--- src/rtl/core/swta_pkg.sv ---
package swta_pkg;

  localparam int NEURONS = 16;
  localparam int DIM     = 16;
  localparam int WORDS   = NEURONS * DIM;

  localparam int NAW = (NEURONS > 1) ? $clog2(NEURONS) : 1;
  localparam int EAW = (DIM > 1) ? $clog2(DIM) : 1;
  localparam int WAW = (WORDS > 1) ? $clog2(WORDS) : 1;

  localparam logic [15:0] LEARN_RATE_RESET = 16'd19661;

  typedef struct packed {
    logic               opcode;
    logic [7:0]         neuron_index;
    logic [5:0]         element_index;
    logic signed [15:0] sample_value;
    logic               last_element;
  } req_t;

  typedef struct packed {
    logic [7:0]  winner_index;
    logic [36:0] winner_score;
  } res_t;

  typedef enum logic [1:0] {
    K_WEIGHT = 2'd0,
    K_ELEM   = 2'd1,
    K_SEARCH = 2'd2
  } cmd_kind_t;

  typedef struct packed {
    cmd_kind_t          kind;
    logic               store;
    logic [WAW-1:0]     waddr;
    logic [EAW-1:0]     elem;
    logic signed [15:0] value;
  } cmd_t;

  localparam logic OP_WEIGHT = 1'b0;

endpackage

--- src/rtl/core/swta_front.sv ---
module swta_front import swta_pkg::*; (
  input  logic clk,
  input  logic rst,
  input  logic in_valid,
  output logic in_ready,
  input  req_t in_data,
  output logic cmd_valid,
  input  logic cmd_ready,
  output cmd_t cmd
);

  localparam int QD = 4;

  cmd_t       q_mem [QD];
  logic [1:0] wr_ptr;
  logic [1:0] rd_ptr;
  logic [2:0] count;
  cmd_t       cls;
  logic       push;
  logic       pop;

  // classify the request and form the store address
  always_comb begin
    cls.value = in_data.sample_value;
    cls.elem  = EAW'(in_data.element_index);
    cls.waddr = WAW'(int'(in_data.neuron_index) * DIM + int'(in_data.element_index));
    if (in_data.opcode == OP_WEIGHT) begin
      cls.kind  = K_WEIGHT;
      cls.store = (int'(in_data.neuron_index) < NEURONS) &&
                  (int'(in_data.element_index) < DIM);
    end else begin
      cls.kind  = in_data.last_element ? K_SEARCH : K_ELEM;
      cls.store = int'(in_data.element_index) < DIM;
    end
  end

  assign in_ready  = count != 3'(QD);
  assign cmd_valid = count != 3'd0;
  assign cmd       = q_mem[rd_ptr];
  assign push      = in_valid && in_ready;
  assign pop       = cmd_valid && cmd_ready;

  always_ff @(posedge clk) begin
    if (push) begin
      q_mem[wr_ptr] <= cls;
    end
    if (rst) begin
      wr_ptr <= '0;
      rd_ptr <= '0;
      count  <= '0;
    end else begin
      if (push) wr_ptr <= wr_ptr + 2'd1;
      if (pop) rd_ptr <= rd_ptr + 2'd1;
      count <= count + 3'(push) - 3'(pop);
    end
  end

endmodule

--- config.mk ---
export PLATFORM = sky130hd
export DESIGN_NAME = swta_front
export DESIGN_NICKNAME = d
export VERILOG_FILES = /design/src/rtl/core/swta_pkg.sv /design/src/rtl/core/swta_front.sv
export SDC_FILE = /design/constraint.sdc
export NUM_CORES = 1
export LEC_CHECK = 0
export BUFFER_PORTS_ARGS = -buffer_cell sky130_fd_sc_hd__buf_2
export CAP_MARGIN = 5
export CORE_MARGIN = 5
export CORE_UTILIZATION = 30
export DETAILED_ROUTE_END_ITERATION = 12
export PLACE_DENSITY = 0.47
export SLEW_MARGIN = 10
export SYNTH_ARGS = -nofsm -noshare
export SYNTH_HDL_FRONTEND = slang
export SYNTH_SLANG_ARGS = --single-unit
--- constraint.sdc ---
create_clock -name clk -period 3 [get_ports clk]
set_clock_uncertainty 0.15 [all_clocks]
set_input_delay 0.9 -clock clk [delete_from_list [all_inputs] [get_ports clk]]
set_output_delay 0.9 -clock clk [all_outputs]
set_load 0.05 [all_outputs]
==> results of run 1 <==
sequential cells by signal (all words and copies together) (netlist names), named ones only:
signal,cells
rd_ptr,2
q_mem,108
wr_ptr,2
count,3
power breakdown:
group / leakage, nW / switching [W] / total, W / internal [W]
sequential: 1.07 / 0.0000632 / 0.00206 / 0.00200
combinational: 0.694 / 0.00119 / 0.00175 / 0.000557
clock: 0.317 / 0.000646 / 0.00219 / 0.00154
cell type report:
type	instances	area, µm²	area share, %
multi-input combinational	72	1010	17.3
sequential	117	3430	58.9
clock buffer	20	437	7.51
clock inverter	12	208	3.57
inverter	6	22.5	0.387
tap	188	235	4.05
timing repair buffer	80	475	8.18
antenna	1	2.50	0.0430
cell usage after synthesis:
cell type,count,area (µm²)
or3_1,1,6.26
nor4_1,1,6.26
nor2_1,8,30.0
fa_1,2,40.0
buf_6,1,11.3
clkbuf_1,1,3.75
nand2_1,2,7.51
o31a_1,1,8.76
a21boi_2,1,11.3
buf_2,3,15.0
nand2b_1,2,12.5
edfxtp_1,108,3240
a21o_1,1,7.51
and2_1,5,31.3
o311ai_0,1,8.76
mux2i_1,1,10.0
nor2b_1,3,18.8
mux2_2,1,11.3
dfxtp_1,9,180
buf_4,4,30.0
ha_1,8,100
mux4_1,7,184
mux4_2,20,450
xnor2_1,4,35.0
inv_1,6,22.5
xor2_1,2,17.5
buf_12,2,40.0
nor3_1,1,5.00
layout by cell type, fill, tap and decap left out, drive strengths merged, types with 5 or more instances in the layout:
cell type  synthesis  final
edfxtp           108    108
and2               5      5
dfxtp              9      9
clkbuf             1     20
mux4              27     27
inv                6      6
bufinv             0      6
nor2               8      8
ha                 8      8
buf               10     80
clkinv             0      6
critical path: stages (launching register included):
cell and delay [ns]:
dfxtp_2 0.34, buf_6 0.22, mux4_1 0.60, buf_2 0.23
logic make-up (layout without fill, tap and decap cells):
family / count (synthesis) / in the layout
adders and majority gates: 10 / 10
xor gates and xnor gates: 6 / 6
DFF: 117 / 117
AOI/OAI and AO/OA: 4 / 4
muxes: 29 / 29
other: 0 / 1
buffers and inverters: 17 / 118
and+or+nand+nor: 23 / 23
path summary, 6_finish.rpt:
path                                             start                     end  cells after the start
worst min-delay path            wr_ptr[1]$_SDFFE_PP0P_  wr_ptr[1]$_SDFFE_PP0P_                      2
worst max-delay path                              flop                  cmd[2]                      3
worst min register to register  wr_ptr[1]$_SDFFE_PP0P_  wr_ptr[1]$_SDFFE_PP0P_                      2
worst max register to register     count[1]$_SDFF_PP0_     count[2]$_SDFF_PP0_                     10
metrics by stage:
stage	cell area, µm²	setup slack [ns]	instances
4_1_cts	5800	0.0191	495
5_1_grt	5810	0.0536	495
3_3_place_gp	5160	0.339	463
2_1_floorplan	4550	0.341	206
3_5_place_dp	5160	0.284	463
6_report	5810	0.142	496
per-layer routing:
| metal | share of wire [%] | track usage [%] |
|---|---|---|
| met5 | 0.084 | 0 |
| met4 | 1.9 | 4.46 |
| met3 | 6.1 | 4.87 |
| met2 | 50 | 16.2 |
| met1 | 42 | 12.1 |
==> impl_results.md, run 1 <==
- Clock root cell: clkbuf_16
- Std cell rows: 45
- DRC Markers: 0
- Initial antenna violation count: 1
- IO Port Bufs: 68
- Pwr/cell area: approximately 1000 nW/µm²
- CP Class: reg -> out
- Compound-gate portion of the synthesized area: 0.798%
- Register area share after synthesis: 75.3%
- Clk buf depth: 2
- Slack of the worst reg-to-reg path: 0.74 ns
- Die X: ~130 µm
- # H-tree levels: 4
- Mux cell area share after synthesis: 14.4%
- Setup Buffers After CTS: 0
- CTS Hold Buffers Added: 0
- Layout net count: 340
- Synth cell types: 28
- Synth Area in Simple Gates: 2.59%
- Hold Crit Class: reg -> reg
- Vias in the first global route: 2,383
- Mapped Nets: 252
- Peak VDD IR: 382 µV
- GRT Residual Overflow: 0
- First-pass GRT wire length: 13.4 mm
- Leak: 2.08 nW
- Slew headroom: 68.3%
- CP arrival: roughly 1.8 ns
- Routability cong.: approximately 0.65
- WP data required: about 2.0 ns
- IO Count: 69
- TNS Setup: 0 ns
- TritonCTS Buffers: 17
- Min cycle time layout: 2.86 ns
- Util after Layout: 38.7%
- Router iterations before antenna repair: 4
- Hold Slack: approximately 0.38 ns
- Total number of vias: 2,149
- Slew Limit Fails: 0
- Largest family of logic cells by synthesized area: multiplexers
- Synth-to-Final Area Change: 27.8%
- Final Cycle Share: between 90% and 100%
- Hpwl dp: ~5.4 mm
- Post-CTS sizing: 0
- All-Layer GR Usage: 10.3%
- Routed WL: slightly above 8 mm
- Final setup fails: 0
- Fraction of layout cells with a size suffix above 1: 44.0%
- Die Height: 133 µm
- Average wire per standard cell: 16.8 µm
- Register bit count reported by yosys: 117
- Synth Area in XOR/XNOR: 1.16%
- Fillcell total: 1,360
- Status: complete, no violations
- Max cap viols: 0
- Worst slew pin tran: 0.472 ns
- Worst-skew pair later-pin latency: 0.40 ns
- Endpoints failing hold: 0
- Worst Path Max Fanout: 14
- Total power: 0.00599 W
- Post-route ant nets: 0
- Netlist Area Pre-Place: between 4000 and 5000 µm²
- Max Clk Rate: 350 MHz
- Cells after Synth: about 210
- Initial core utilization: between 30 and 40%
- Die footprint: between 15,000 and 20,000 µm²
- RSZ-0062 raised after global routing: false
- Core Region: 15,000 µm²
- Critical Path Sink Type: primary output
- CTS tree: done
- Avg Inst Size Synth: 22.1 µm²
- Adder-Cell Fraction of Synth Area: 3.08%
- Yosys warnings: 0
- Clk sink count: 117
- DR iter-0 viols: ~110
- Crit start category: flop
- Clock transition at path regs: 0.05 ns
- Pin count of the biggest net entering global routing: 28
- Mean number of vias per cell: 4.33
(Power assumes the default switching activity.)
==> run 2: changes to the inputs <==
--- a/config.mk
+++ b/config.mk
@@ -10,7 +10,7 @@
 export CORE_MARGIN = 5
 export CORE_UTILIZATION = 30
 export DETAILED_ROUTE_END_ITERATION = 12
-export PLACE_DENSITY = 0.47
+export PLACE_DENSITY = 0.57
 export SLEW_MARGIN = 10
 export SYNTH_ARGS = -nofsm -noshare
 export SYNTH_HDL_FRONTEND = slang
==> run 2 against run 1 <==
Count of clock-buffer cells in the layout down 3. Routed wire length up 0.32%. Worst hold slack worse by 0.0086 ns. Fmax down 1.9%. Design area down 0.65%. Global-route usage about the same. Via count up 1.4%. Critical path type unchanged. Critical endpoint is now cmd[0]. Largest cell class unchanged. Highest routed layer is now met4.
==> impl_results.md, run 2 (synthesized netlist as in run 1, its figures left out) <==
- Routability cong.: 0.679 (+3.9%)
- CTS tree: done
- Clk buf depth: 2 (unchanged)
- Final setup fails: 0 (unchanged)
- DR iter-0 viols: 52 (-53%)
- Router iterations before antenna repair: 4 (unchanged)
- Endpoints failing hold: 0 (unchanged)
- Biggest register: q_mem
- Worst reg2reg endpoint: count[2]$_SDFF_PP0_
- Slew Limit Fails: 0 (unchanged)
- First-pass GRT wire length: 13.2 mm (-0.77%)
- WP data required: 1.95 ns (about the same)
- Clock root cell: clkbuf_16
- WL met2: 4.48 mm (+8.4%)
- All-Layer GR Usage: 10.3% (-0.037 points)
- Layout net count: 337 (-0.88%)
- Max cap viols: 0 (unchanged)
- Initial core utilization: 30.3% (unchanged)
- Highest routed metal layer: met4
- Clock transition at path regs: 0.05 ns (about the same)
- Commonest non-fill, non-tap cell in the layout: edfxtp_1
- Std cell rows: 45 (unchanged)
- Routed WL: 8.34 mm (+0.32%)
- Critical Path Sink Type: primary output
- Clk sink count: 117 (unchanged)
- Setup Buffers After CTS: 0 (unchanged)
- Min cycle time layout: 2.91 ns (+0.0544 ns)
- Worst hold path depth: 2 (unchanged)
- Commonest cells after routing, fill and taps aside: edfxtp_1, buf_2, mux4_2
- DRC Markers: 0 (unchanged)
- Synth-to-Final Area Change: 27.0%
- Pin count of the biggest net entering global routing: 28 (unchanged)
- Leak: 2.04 nW (-1.6%)
- Slew headroom: 71.8% (+3.5 points)
- RSZ-0062 raised after global routing: false
- Non-filler cells, final: 493 (-0.60%)
- Critical R2R Launch: count[1]$_SDFF_PP0_
- Regs by FF count: q_mem (108), count (3)
- TNS Setup: 0 ns (unchanged)
- Hold Startpoint: wr_ptr[1]$_SDFFE_PP0P_
- Fillcell total: 1,375 (+1.1%)
- Max Clk Rate: 343 MHz (-1.9%)
- Total number of vias: 2,179 (+1.4%)
- Fraction of layout cells with a size suffix above 1: 44.4% (+0.43 points)
- Worst-skew pair later-pin latency: 0.40 ns (about the same)
- Slack of the worst reg-to-reg path: 0.75 ns (about the same)
- Hold Slack: 0.367 ns (-0.00856 ns)
- CP arrival: 1.86 ns (+0.05 ns)
- Core Region: 15,000 µm² (unchanged)
- WHS Endpoint: wr_ptr[1]$_SDFFE_PP0P_
- CP Class: reg -> out
- Max reg flops: 108 (unchanged)
- IO Count: 69 (unchanged)
- Average wire per standard cell: 16.9 µm (+0.94%)
- Peak VDD IR: 433 µV (+13%)
- Hpwl dp: 5.45 mm (+0.32%)
- WL met3: 426 µm (-15%)
- IO Port Bufs: 68 (unchanged)
- Placed Cells: 460 (-0.65%)
- M1 WL: 3.33 mm (-5.3%)
- Register-to-Register Path Depth: 10 (unchanged)
- Mean number of vias per cell: 4.42 (+2.0%)
- TritonCTS Buffers: 17 (unchanged)
- Vias in the first global route: 2,414 (+1.3%)
- Status: complete, no violations
- Initial antenna violation count: 0 (-1)
- Worst slew pin tran: 0.419 ns (-0.0524 ns)
- Crit start category: flop
- Total power: 0.00589 W (-1.7%)
- Die footprint: 17,700 µm² (unchanged)
- GRT Residual Overflow: 0 (unchanged)
- Die X: 133 µm (unchanged)
- Final Cycle Share: 97.1% (+1.8 points)
- Worst Path Max Fanout: 14 (unchanged)
- Pwr/cell area: 1020 nW/µm² (-1.1%)
- # H-tree levels: 4 (unchanged)
- Hold Crit Class: reg -> reg
- Die Height: 133 µm (unchanged)
- Post-route ant nets: 0 (unchanged)
==> run 2: cell count changes in the layout (fill, tap and decap cells not counted) <==
cell / delta
bufinv_16: -2
inv_6: +2
clkinv_4: +5
clkinv_1: -1
dfxtp_1: +1
buf_4: -3
clkbuf_1: -3
clkinvlp_4: +2
clkinv_2: -3
dfxtp_2: -1
==> run 2: power by group <==
group / internal, W / total, W / switching (W)
Combinational: 0.000540 / 0.00172 / 0.00118
Sequential: 0.00199 / 0.00206 / 0.0000676
Clock: 0.00139 / 0.00211 / 0.000715
==> run 2: worst max path at each step <==
stage	end	startpoint	slack [ns]
3_3_place_gp	count[2]$_SDFF_PP0_	in_valid	0.34
6_report	cmd[0]	flop	0.09
5_1_grt	cmd[5]	flop	0.007
4_1_cts	cmd[26]	flop	0.03
2_1_floorplan	count[2]$_SDFF_PP0_	in_valid	0.34
3_5_place_dp	count[2]$_SDFF_PP0_	in_valid	0.27
==> run 2: routing by layer <==
layer  vias up  global-route usage, %
met1      1109                   11.6
met5         -                      0
li1       1004                      -
met2        54                   17.1
met3        12                   4.23
met4         0                   4.63
==> run 2: repair_timing <==
item                       CTS  global route
setup endpoints to repair    2             8
hold buffers                 0             0
resized for setup            1             1
cloned                       0             0
==> run 2: layout make-up <==
| class | instances | area, µm² | share of cell area (%) |
|---|---|---|---|
| flip-flops and latches | 117 | 3420 | 59.3 |
| multi-input cells | 72 | 1010 | 17.4 |
| repair buffers | 77 | 453 | 7.84 |
| clock buffers | 17 | 425 | 7.37 |
| well taps | 188 | 235 | 4.07 |
| clock inverters | 15 | 205 | 3.55 |
| inverters | 6 | 22.5 | 0.390 |
| diodes | 1 | 2.50 | 0.0433 |
==> run 2: critical path, stage by stage, from the launching register on <==
cell and delay (ns):
dfxtp_2 0.39, buf_6 0.24, mux4_1 0.58, buf_2 0.23
==> run 2: stage by stage <==
step | worst slack (ns) | util (%) | instance area [µm²]
global placement | 0.345 | 34.2 | 5130
global route | 0.00716 | 38.4 | 5770
detailed placement | 0.274 | 34.2 | 5130
CTS | 0.0307 | 38.4 | 5770
finish | 0.0876 | 38.4 | 5780
floorplan | 0.341 | - | 4550
